### src/hw/rtl/aprp_pkg.sv
// Package: shared constants, types and helpers for the aging page replacement unit.
`timescale 1ns / 1ps
package aprp_pkg;

  localparam int PAGES   = 64;
  localparam int FRAMES  = 8;
  localparam int PAGE_W  = (PAGES > 1) ? $clog2(PAGES) : 1;
  localparam int FRAME_W = (FRAMES > 1) ? $clog2(FRAMES) : 1;
  localparam int FCNT_W  = $clog2(FRAMES + 1);
  localparam int AGE_W   = 9;
  localparam int IN_PAGE_W = 6;
  localparam int CFG_W   = 4;
  localparam int CNT_W   = 32;
  localparam logic [CFG_W-1:0] FRAMES_RESET = CFG_W'(8);
  localparam logic [AGE_W:0]   AGE_LIMIT    = (AGE_W + 1)'(1 << AGE_W);

  typedef logic [PAGE_W-1:0]  page_t;
  typedef logic [FRAME_W-1:0] frame_t;
  typedef logic [AGE_W-1:0]   age_t;

  typedef enum logic [3:0] {
    S_IDLE = 4'b0001,
    S_LOOK = 4'b0010,
    S_SCAN = 4'b0100,
    S_DONE = 4'b1000
  } state_t;

  // Fold an incoming page number into range: a small constant table.
  function automatic page_t page_fold(input logic [IN_PAGE_W-1:0] x);
    page_t r;
    r = '0;
    for (int i = 0; i < (1 << IN_PAGE_W); i++) begin
      if (x == IN_PAGE_W'(i)) r = PAGE_W'(i % PAGES);
    end
    return r;
  endfunction

endpackage

### src/hw/rtl/aprp_in_if.sv
// Interface: reference word channel (page, end_of_string).
`timescale 1ns / 1ps
interface aprp_in_if;
  logic       valid;
  logic       ready;
  logic [5:0] page;
  logic       end_of_string;

  modport source (output valid, output page, output end_of_string, input ready);
  modport sink   (input valid, input page, input end_of_string, output ready);
endinterface

### src/hw/rtl/aprp_out_if.sv
// Interface: result word channel.
`timescale 1ns / 1ps
interface aprp_out_if;
  logic        valid;
  logic        ready;
  logic        fault;
  logic [2:0]  frame;
  logic        evicted_valid;
  logic [5:0]  evicted_page;
  logic [31:0] fault_total;
  logic        run_done;

  modport source (output valid, output fault, output frame, output evicted_valid,
                  output evicted_page, output fault_total, output run_done,
                  input ready);
  modport sink   (input valid, input fault, input frame, input evicted_valid,
                  input evicted_page, input fault_total, input run_done,
                  output ready);
endinterface

### src/hw/rtl/aprp_cfg_if.sv
// Interface: configuration write channel for frames_in_use.
`timescale 1ns / 1ps
interface aprp_cfg_if;
  logic       valid;
  logic       ready;
  logic [3:0] data;

  modport source (output valid, output data, input ready);
  modport sink   (input valid, input data, output ready);
endinterface

### src/hw/rtl/aprp_ram.sv
// Generic single-write, single-read RAM with registered read data.
`timescale 1ns / 1ps
module aprp_ram #(
  parameter int WIDTH = 8,
  parameter int DEPTH = 16
) (
  input  logic                                        clk,
  input  logic                                        we,
  input  logic [((DEPTH > 1) ? $clog2(DEPTH) : 1)-1:0] waddr,
  input  logic [WIDTH-1:0]                            wdata,
  input  logic [((DEPTH > 1) ? $clog2(DEPTH) : 1)-1:0] raddr,
  output logic [WIDTH-1:0]                            rdata
);
  logic [WIDTH-1:0] mem [DEPTH];

  always_ff @(posedge clk) begin
    if (we) begin
      mem[waddr] <= wdata;
    end
    rdata <= mem[raddr];
  end
endmodule

### src/hw/rtl/aprp_age_hist.sv
// Age history: last AGE_W references, giving any page's aging counter on demand.
`timescale 1ns / 1ps
module aprp_age_hist (
  input  logic           clk,
  input  logic           rst,
  input  logic           shift_en,
  input  aprp_pkg::page_t shift_page,
  input  aprp_pkg::page_t probe_page,
  output aprp_pkg::age_t  probe_age
);
  import aprp_pkg::*;

  // slot 0 is the most recent reference; it maps to the top age bit
  page_t       hist_page [AGE_W];
  logic [AGE_W-1:0] hist_v;

  always_ff @(posedge clk) begin
    if (rst) begin
      hist_v <= '0;
    end else if (shift_en) begin
      hist_v <= {hist_v[AGE_W-2:0], 1'b1};
    end
  end

  always_ff @(posedge clk) begin
    if (shift_en) begin
      hist_page[0] <= shift_page;
      for (int k = 1; k < AGE_W; k++) begin
        hist_page[k] <= hist_page[k-1];
      end
    end
  end

  always_comb begin
    for (int k = 0; k < AGE_W; k++) begin
      probe_age[AGE_W-1-k] = hist_v[k] && (hist_page[k] == probe_page);
    end
  end
endmodule

### src/hw/rtl/aging_page_replacement_unit.sv
// Top level: aging page replacement unit (LRU approximation with 9-bit ages).
// Flow: a hit or a fault into an empty frame passes S_LOOK then S_DONE before its result word
//   is registered; a fault with all active frames full first runs the victim scan in S_SCAN,
//   which reads one frame_page entry per cycle from its RAM. A new reference is taken only in
//   S_IDLE, after the last result word has been committed to the output register.
// Reset (rst, synchronous): clears frame and page-map valid bits, the age history and the
//   fault count, and sets frames_in_use to 8. No clearing pass is needed.
`timescale 1ns / 1ps
module aging_page_replacement_unit (
  input logic        clk,
  input logic        rst,
  aprp_cfg_if.sink   cfg,
  aprp_in_if.sink    req,
  aprp_out_if.source rsp
);
  import aprp_pkg::*;

  state_t state, state_next;

  logic [CFG_W-1:0]  frames_in_use;
  logic [FCNT_W-1:0] n_act;

  // per-reference registers
  page_t  cur_page;
  logic   cur_eos;
  logic   cur_fault;
  frame_t vic;         // chosen frame (or hit frame)
  logic   vic_evict;   // chosen frame held a resident page
  page_t  vic_page;    // that page
  logic [AGE_W:0] best_age;

  // scan pipeline: issue index and compare stage
  logic [FCNT_W-1:0] issue_j;
  logic              cmp_v;
  frame_t            cmp_idx;

  logic [FRAMES-1:0] frame_valid;
  logic [PAGES-1:0]  map_valid;
  logic [CNT_W-1:0]  fault_count;

  // RAM ports
  frame_t map_rdata;
  page_t  fp_rdata;
  frame_t fp_raddr;
  logic   commit;
  age_t   probe_age;

  // first empty frame among the active ones
  logic   empty_found;
  frame_t empty_idx;

  logic [CNT_W-1:0] cnt_inc;
  page_t            in_page;

  assign in_page = page_fold(req.page);
  assign req.ready = (state == S_IDLE);
  assign cfg.ready = 1'b1;

  // commit the word once the output register is free
  assign commit = (state == S_DONE) && (!rsp.valid || rsp.ready);

  // active frame count: 0 acts as 1, anything above FRAMES acts as FRAMES
  always_comb begin
    if (frames_in_use == '0) begin
      n_act = FCNT_W'(1);
    end else if (32'(frames_in_use) > 32'(FRAMES)) begin
      n_act = FCNT_W'(FRAMES);
    end else begin
      n_act = FCNT_W'(frames_in_use);
    end
  end

  always_comb begin
    empty_found = 1'b0;
    empty_idx   = '0;
    for (int j = FRAMES - 1; j >= 0; j--) begin
      if ((32'(j) < 32'(n_act)) && !frame_valid[j]) begin
        empty_found = 1'b1;
        empty_idx   = FRAME_W'(j);
      end
    end
  end

  assign fp_raddr = issue_j[FRAME_W-1:0];
  assign cnt_inc  = (cur_fault && (fault_count != '1)) ? fault_count + 1'b1 : fault_count;

  // page -> frame index map; valid bits live in flops
  aprp_ram #(.WIDTH(FRAME_W), .DEPTH(PAGES)) u_map_ram (
    .clk   (clk),
    .we    (commit && cur_fault),
    .waddr (cur_page),
    .wdata (vic),
    .raddr (in_page),
    .rdata (map_rdata)
  );

  // frame -> resident page
  aprp_ram #(.WIDTH(PAGE_W), .DEPTH(FRAMES)) u_frame_ram (
    .clk   (clk),
    .we    (commit && cur_fault),
    .waddr (vic),
    .wdata (cur_page),
    .raddr (fp_raddr),
    .rdata (fp_rdata)
  );

  // ages come from the last nine references
  aprp_age_hist u_age (
    .clk        (clk),
    .rst        (rst),
    .shift_en   (commit),
    .shift_page (cur_page),
    .probe_page (fp_rdata),
    .probe_age  (probe_age)
  );

  always_comb begin
    state_next = state;
    case (state)
      S_IDLE: begin
        if (req.valid) state_next = S_LOOK;
      end
      S_LOOK: begin
        if (map_valid[cur_page] || empty_found) begin
          state_next = S_DONE;
        end else begin
          state_next = S_SCAN;
        end
      end
      S_SCAN: begin
        if (!cmp_v && (issue_j >= n_act)) state_next = S_DONE;
      end
      S_DONE: begin
        if (commit) state_next = S_IDLE;
      end
      default: state_next = S_IDLE;
    endcase
  end

  // control state
  always_ff @(posedge clk) begin
    if (rst) begin
      state         <= S_IDLE;
      frames_in_use <= FRAMES_RESET;
      frame_valid   <= '0;
      map_valid     <= '0;
      fault_count   <= '0;
      cmp_v         <= 1'b0;
      rsp.valid     <= 1'b0;
    end else begin
      state <= state_next;
      if (cfg.valid) frames_in_use <= cfg.data;

      if (state == S_SCAN) begin
        cmp_v <= (issue_j < n_act);
      end else begin
        cmp_v <= 1'b0;
      end

      if (commit) begin
        rsp.valid <= 1'b1;
        if (cur_fault) begin
          // evicted page leaves first; it never equals the incoming page
          if (vic_evict) map_valid[vic_page] <= 1'b0;
          map_valid[cur_page] <= 1'b1;
          frame_valid[vic]    <= 1'b1;
        end
        fault_count <= cur_eos ? '0 : cnt_inc;
      end else if (rsp.valid && rsp.ready) begin
        rsp.valid <= 1'b0;
      end
    end
  end

  // datapath registers
  always_ff @(posedge clk) begin
    if (state == S_IDLE && req.valid) begin
      cur_page <= in_page;
      cur_eos  <= req.end_of_string;
    end

    if (state == S_LOOK) begin
      issue_j  <= '0;
      best_age <= AGE_LIMIT;
      vic_page <= '0;
      if (map_valid[cur_page]) begin
        cur_fault <= 1'b0;
        vic       <= map_rdata;
        vic_evict <= 1'b0;
      end else if (empty_found) begin
        cur_fault <= 1'b1;
        vic       <= empty_idx;
        vic_evict <= 1'b0;
      end else begin
        cur_fault <= 1'b1;
        vic       <= '0;
        vic_evict <= 1'b1;
      end
    end

    if (state == S_SCAN) begin
      if (issue_j < n_act) begin
        issue_j <= issue_j + 1'b1;
      end
      cmp_idx <= issue_j[FRAME_W-1:0];
      // strict less-than keeps the lowest index on ties
      if (cmp_v && ({1'b0, probe_age} < best_age)) begin
        best_age <= {1'b0, probe_age};
        vic      <= cmp_idx;
        vic_page <= fp_rdata;
      end
    end

    if (commit) begin
      rsp.fault         <= cur_fault;
      rsp.frame         <= 3'(vic);
      rsp.evicted_valid <= vic_evict;
      rsp.evicted_page  <= vic_evict ? 6'(vic_page) : 6'd0;
      rsp.fault_total   <= cnt_inc;
      rsp.run_done      <= cur_eos;
    end
  end
endmodule

### src/flat_wrapper.sv
// flat-port wrapper written by rule: the top's interface ports become plain ports
module aging_page_replacement_unit_flat import aprp_pkg::*;
  (clk, rst, cfg_valid, cfg_data, cfg_ready, req_valid, req_page, req_end_of_string, req_ready, rsp_valid, rsp_fault, rsp_frame, rsp_evicted_valid, rsp_evicted_page, rsp_fault_total, rsp_run_done, rsp_ready);
  aprp_cfg_if cfg_i ();
  aprp_in_if req_i ();
  aprp_out_if rsp_i ();
  input logic clk;
  input logic rst;
  input wire logic [$bits(cfg_i.valid)-1:0] cfg_valid;
  input wire logic [$bits(cfg_i.data)-1:0] cfg_data;
  output wire logic [$bits(cfg_i.ready)-1:0] cfg_ready;
  input wire logic [$bits(req_i.valid)-1:0] req_valid;
  input wire logic [$bits(req_i.page)-1:0] req_page;
  input wire logic [$bits(req_i.end_of_string)-1:0] req_end_of_string;
  output wire logic [$bits(req_i.ready)-1:0] req_ready;
  output wire logic [$bits(rsp_i.valid)-1:0] rsp_valid;
  output wire logic [$bits(rsp_i.fault)-1:0] rsp_fault;
  output wire logic [$bits(rsp_i.frame)-1:0] rsp_frame;
  output wire logic [$bits(rsp_i.evicted_valid)-1:0] rsp_evicted_valid;
  output wire logic [$bits(rsp_i.evicted_page)-1:0] rsp_evicted_page;
  output wire logic [$bits(rsp_i.fault_total)-1:0] rsp_fault_total;
  output wire logic [$bits(rsp_i.run_done)-1:0] rsp_run_done;
  input wire logic [$bits(rsp_i.ready)-1:0] rsp_ready;
  assign cfg_i.valid = cfg_valid;
  assign cfg_i.data = cfg_data;
  assign cfg_ready = cfg_i.ready;
  assign req_i.valid = req_valid;
  assign req_i.page = req_page;
  assign req_i.end_of_string = req_end_of_string;
  assign req_ready = req_i.ready;
  assign rsp_valid = rsp_i.valid;
  assign rsp_fault = rsp_i.fault;
  assign rsp_frame = rsp_i.frame;
  assign rsp_evicted_valid = rsp_i.evicted_valid;
  assign rsp_evicted_page = rsp_i.evicted_page;
  assign rsp_fault_total = rsp_i.fault_total;
  assign rsp_run_done = rsp_i.run_done;
  assign rsp_i.ready = rsp_ready;
  aging_page_replacement_unit u_core (.clk(clk), .rst(rst), .cfg(cfg_i), .req(req_i), .rsp(rsp_i));
endmodule
### config.mk
export PLATFORM = sky130hd
export DESIGN_NAME = aging_page_replacement_unit_flat
export DESIGN_NICKNAME = d
export VERILOG_FILES = /design/src/hw/rtl/aprp_pkg.sv /design/src/hw/rtl/aprp_in_if.sv /design/src/hw/rtl/aprp_out_if.sv /design/src/hw/rtl/aprp_cfg_if.sv /design/src/hw/rtl/aprp_ram.sv /design/src/hw/rtl/aprp_age_hist.sv /design/src/hw/rtl/aging_page_replacement_unit.sv /design/src/flat_wrapper.sv
export SDC_FILE = /design/constraint.sdc
export NUM_CORES = 1
export LEC_CHECK = 0
export ABC_AREA = 1
export BUFFER_PORTS_ARGS = -buffer_cell sky130_fd_sc_hd__buf_2
export CAP_MARGIN = 0
export CELL_PAD_IN_SITES_DETAIL_PLACEMENT = 2
export CELL_PAD_IN_SITES_GLOBAL_PLACEMENT = 2
export CORE_MARGIN = 4
export CORE_UTILIZATION = 44
export DETAILED_ROUTE_END_ITERATION = 8
export PLACE_DENSITY = 0.92
export SLEW_MARGIN = 25
export SYNTH_ARGS = -nofsm -noshare
export SYNTH_HDL_FRONTEND = slang
export SYNTH_SLANG_ARGS = --single-unit
### constraint.sdc
create_clock -name clk -period 9.7 [get_ports clk]
set_input_delay 0.485 -clock clk [delete_from_list [all_inputs] [get_ports clk]]
set_output_delay 0.485 -clock clk [all_outputs]
set_load 0.1 [all_outputs]
==> flow_metrics.tcl <==
set metrics [dict create \
    outcome "complete, no violations" \
    initial_antenna_violation_count 4 \
    yosysWarningCount 0 \
    max_cap_violations 0 \
    drt.antenna.violating_nets 0 \
    worst-slew-pin-transition_ns 1.05 \
    cp-startpoint "u_core.u_frame_ram.rdata[3]" \
    global_route.usage.met1_pct 41.9 \
    placementRows 81 \
    globalRouteOverflowTotal 0 \
    internal_power_consumption_mw 3.74 \
    switching_power_mw 1.66 \
    synth_top_cell_by_area "sky130_fd_sc_hd__edfxtp_1" \
    cpMaxStageDelayCell "sky130_fd_sc_hd__a2111oi_0" \
    synth.area.top_cells "sky130_fd_sc_hd__edfxtp_1 (48%), sky130_fd_sc_hd__dfxtp_1 (14%), sky130_fd_sc_hd__nand2_1 (7.3%)" \
    seqCellArea_mm2 0.0136 \
    worstSetupEndpoint "u_core.vic[2]" \
    cts.clk_slew.worst_paths_ns 0.07 \
    final_critical_path_setup_slack_ns 5.37 \
    post_synthesis_to_final_layout_area_growth_pct 11.1 \
    tritoncts_num_sinks 505 \
    groute.layer.met3.usage_pct 6.64 \
    grt_pass1_vias 20758 \
    path_max_fanout 26 \
    cts_repair_resize_count 0 \
    all_layer_global_routing_usage_pct 35.7 \
    global_route.peak_usage_layer "met2" \
    tns_ns 0 \
    fin_area_mm2 0.0246 \
    critical_path_cell_count 14 \
    route.detailed.vias_per_inst 6.33 \
    route.detailed.wl_per_inst_um 32.6 \
    period_share_pct 44.7 \
    htreeDepth 2 \
    post_cts_hold_buffer_count 0 \
    numCtsBuffers 54 \
    synth_edf_count 350 \
    routed-via-count 19021 \
    finalSetupViolCount 0 \
    finalWeightedCongestion 0.874 \
    report.final.slew_viol_count 0 \
    max_freq_mhz 231 \
    multi_input_gate_area_in_the_final_layout_mm2 0.00717 \
    postRouteWirelength_um 97800 \
    crit_arrival_ns 4.84 \
    timing.setup.critical_path_class "flip-flop to flip-flop" \
    sw_frac_of_total_pct 30.7 \
    syn-num-nets 2292 \
    synth_area_per_cell_um2 9.77 \
    layoutNonFillerInstCount 3003 \
    worst_setup_path_start_kind "flip-flop" \
    seq_power_share_pct 47.1 \
    start_util_pct 44.8 \
    postSynth.asyncResetShare_pct 0 \
    portBuffers 61 \
    worst_clock_skew_ns 0.0169 \
    yosys.cell_types.count 47 \
    die_height_um 232 \
    cts_root_buffer "sky130_fd_sc_hd__clkbuf_16" \
    synth_sequential_area_ratio_pct 61.6 \
    coreArea_mm2 0.0493 \
    vdd_ir_drop_max_mv 0.163 \
    power.density_cell_area_mw_per_mm2 220 \
    first_iter_violations 2169 \
    post_synth_instance_area_mm2 0.0221 \
    netlist.area_leader.share_pct 47.6 \
    critical_path_required_ns 10.21 \
    clk-insertion-delay-late_ns 0.63 \
    report.final.hold_viol_count 0 \
    synth.ff_latch_count 505 \
    cts_max_path_buffers 3 \
    synthFlopType "sky130_fd_sc_hd__edfxtp_1" \
    slew_headroom_pct 30.0 \
    cts.repair_timing.setup_buffer_count 0 \
    finalNetCount 2319 \
    pre_cts_slack_ns 5.87 \
    placedCellCount 2897 \
    post_synth_inst_count 2262 \
    final_layout_size_suffix_gt1_share_pct 10.3 \
    grt_start_max_net_pins 98 \
    cell_by_cell_trace_of_the_critical_path "inv_1 > o21ai_0 > nor2_1 > nand3_1 > a2111oi_0 > ha_1 > nand2_1 > nor2_1 > a211oi_1 > nand2_2 > inv_2 > nand2_1 > nand2_1 > inv_1" \
    tritoncts "done" \
    groute.layer.met2.usage_pct 62.1 \
    leakage_nw 8.61 \
    rsz0062_at_grt "no" \
    flop_to_flop_setup_slack_ns 5.37 \
    hp-class "input pin to flip-flop" \
    timing.critical_path.to_type "flip-flop" \
    num-fill-cells 5048 \
    share_of_total_power_in_the_clock_network_pct 39.0 \
    comb_power_share_pct 13.9 \
    critical_path.reg2reg.endpoint "u_core.vic[2]" \
    wire_length_of_the_first_global_routing_pass_um 143000 \
    worstReg2RegStart "u_core.u_frame_ram.rdata[3]" \
    floorplan.die.width_um 232 \
    cpMostUsedCell "sky130_fd_sc_hd__nand2_1" \
    cpLargestDelayFamily "compound AO/OA/AOI/OAI gates" \
    placedInstanceArea_mm2 0.0228 \
    crit_path_max_incr_delay_ns 0.66 \
    reg2regPathDepth 14 \
    place_hpwl_um 56600 \
    timing.final.crit_period_ns 4.33 \
    first_pass_iters 5 \
    die-area_mm2 0.0539 \
    drt_drc_violations_left 0 \
    path_buf_inv 3 \
    pin_count 63 \
]
==> registers in the layout (all words and copies together) (netlist names), 4 cells and up <==
signal                    cells
u_core.frame_valid            8
u_core.u_map_ram.mem        192
u_core.u_frame_ram.rdata      6
u_core.u_frame_ram.mem       48
u_core.fault_count           32
u_core.state                  4
u_core.map_valid             64
u_core.u_age.hist_v           9
u_core.rsp.fault_total       32
u_core.vic_page               6
u_core.best_age              10
u_core.cur_page               6
u_core.issue_j                4
u_core.frames_in_use          4
u_core.rsp.evicted_page       6
u_core.u_age.hist_page       54
==> Yosys cell counts, types with 4 or more instances <==
master                      number
sky130_fd_sc_hd__ha_1           14
sky130_fd_sc_hd__a21oi_1       118
sky130_fd_sc_hd__o22ai_1        41
sky130_fd_sc_hd__inv_1         192
sky130_fd_sc_hd__a2111oi_0       4
sky130_fd_sc_hd__a31oi_1         6
sky130_fd_sc_hd__o21bai_1       19
sky130_fd_sc_hd__nor2_2          5
sky130_fd_sc_hd__o2111ai_1       4
sky130_fd_sc_hd__nand3_1        58
sky130_fd_sc_hd__dfxtp_1       155
sky130_fd_sc_hd__inv_2          18
sky130_fd_sc_hd__o21ai_1         9
sky130_fd_sc_hd__o21ai_0       194
sky130_fd_sc_hd__buf_4           7
sky130_fd_sc_hd__nand2_1       431
sky130_fd_sc_hd__edfxtp_1      350
sky130_fd_sc_hd__nand4_1         8
sky130_fd_sc_hd__buf_6           8
sky130_fd_sc_hd__nor3_2          5
sky130_fd_sc_hd__xnor2_1        21
sky130_fd_sc_hd__nor2_1        327
sky130_fd_sc_hd__o211ai_1       14
sky130_fd_sc_hd__nor3_1         34
sky130_fd_sc_hd__nor2_4         12
sky130_fd_sc_hd__o32ai_1        21
sky130_fd_sc_hd__mux2i_1        12
sky130_fd_sc_hd__nand2_2         7
sky130_fd_sc_hd__xor2_1         27
sky130_fd_sc_hd__buf_2          19
sky130_fd_sc_hd__a21oi_2        28
sky130_fd_sc_hd__o31ai_1         6
sky130_fd_sc_hd__clkbuf_1       68
==> how the worst min path moves through the flow <==
stage / slack [ns] / end / depth (start not counted) / from
5_1_grt: 0.06 / u_core.cur_eos / 1 / req_end_of_string
6_report: 0.07 / u_core.cur_eos / 1 / req_end_of_string
4_1_cts: 0.05 / u_core.cur_eos / 1 / req_end_of_string
2_1_floorplan: 0.42 / u_core.vic[0] / 2 / u_core.cmp_idx[0]
3_3_place_gp: 0.43 / u_core.u_age.hist_page[0][22] / 0 / u_core.u_age.hist_page[0][16]
3_5_place_dp: 0.47 / u_core.u_age.hist_page[0][46] / 0 / u_core.u_age.hist_page[0][40]
==> power by group through the flow <==
stage / clock (mW) / sequential (mW) / combinational (mW)
2_1_floorplan: 0 / 2.59 / 0.391
3_3_place_gp: 0 / 2.57 / 0.600
3_5_place_dp: 0 / 2.58 / 0.676
4_1_cts: 2.11 / 2.54 / 0.729
5_1_grt: 2.19 / 2.55 / 0.783
6_report: 2.11 / 2.55 / 0.752
==> per-stage QoR <==
| step | total power, mW | hold slack [ns] | util (%) |
|---|---|---|---|
| finish | 5.41 | 0.0742 | 49.8 |
| global route | 5.53 | 0.0605 | 49.8 |
| CTS | 5.38 | 0.0535 | 49.8 |
| detailed placement | 3.25 | 0.466 | 46.4 |
| global placement | 3.16 | 0.431 | 46.4 |
| floorplan | 2.98 | 0.419 | - |
==> kinds of logic (layout without fill, tap and decap cells) <==
| group | count (synthesis) | in the layout | synth area share (%) |
|---|---|---|---|
| flip-flops | 505 | 505 | 61.6 |
| adder cells (fa/ha/maj) | 14 | 14 | 0.793 |
| buffers and inverters | 318 | 391 | 5.94 |
| AO/OA/AOI/OAI | 469 | 469 | 12.4 |
| other | 1 | 5 | 0.0170 |
| AND/OR/NAND/NOR | 895 | 895 | 16.8 |
| XOR/XNOR | 48 | 48 | 1.90 |
| multiplexers | 12 | 12 | 0.544 |
==> final cells by class <==
cell class	count	area share [%]
Inverter	214	3.31
Multi-Input combinational cell	1439	29.2
Tap cell	664	3.38
Clock inverter	16	0.591
Timing Repair Buffer	75	1.68
Clock buffer	86	6.32
Antenna cell	4	0.0408
Sequential cell	505	55.5
==> per-layer routing <==
layer	part of all wire [%]	up-vias	wire (um)
li1	-	7719	-
met1	37	9769	36100
met2	50	1139	48400
met3	7.4	394	7210
met4	6.2	0	6100
met5	0	-	0
==> cells in the final DEF, fill, tap and decap left out, types with 14 or more instances in the layout <==
cell                        instances
sky130_fd_sc_hd__nor2_1           325
sky130_fd_sc_hd__xnor2_1           21
sky130_fd_sc_hd__inv_1            190
sky130_fd_sc_hd__o211ai_1          14
sky130_fd_sc_hd__a21oi_1          118
sky130_fd_sc_hd__inv_2             19
sky130_fd_sc_hd__edfxtp_1         350
sky130_fd_sc_hd__buf_4             15
sky130_fd_sc_hd__o32ai_1           21
sky130_fd_sc_hd__a21oi_2           28
sky130_fd_sc_hd__clkbuf_16         54
sky130_fd_sc_hd__nand2_1          431
sky130_fd_sc_hd__xor2_1            27
sky130_fd_sc_hd__o21ai_0          194
sky130_fd_sc_hd__dfxtp_1          152
sky130_fd_sc_hd__nor3_1            34
sky130_fd_sc_hd__o22ai_1           41
sky130_fd_sc_hd__o21bai_1          19
sky130_fd_sc_hd__nand3_1           58
sky130_fd_sc_hd__clkbuf_1          24
sky130_fd_sc_hd__ha_1              14
sky130_fd_sc_hd__buf_2             60
Power figures use the tool's default switching activity.
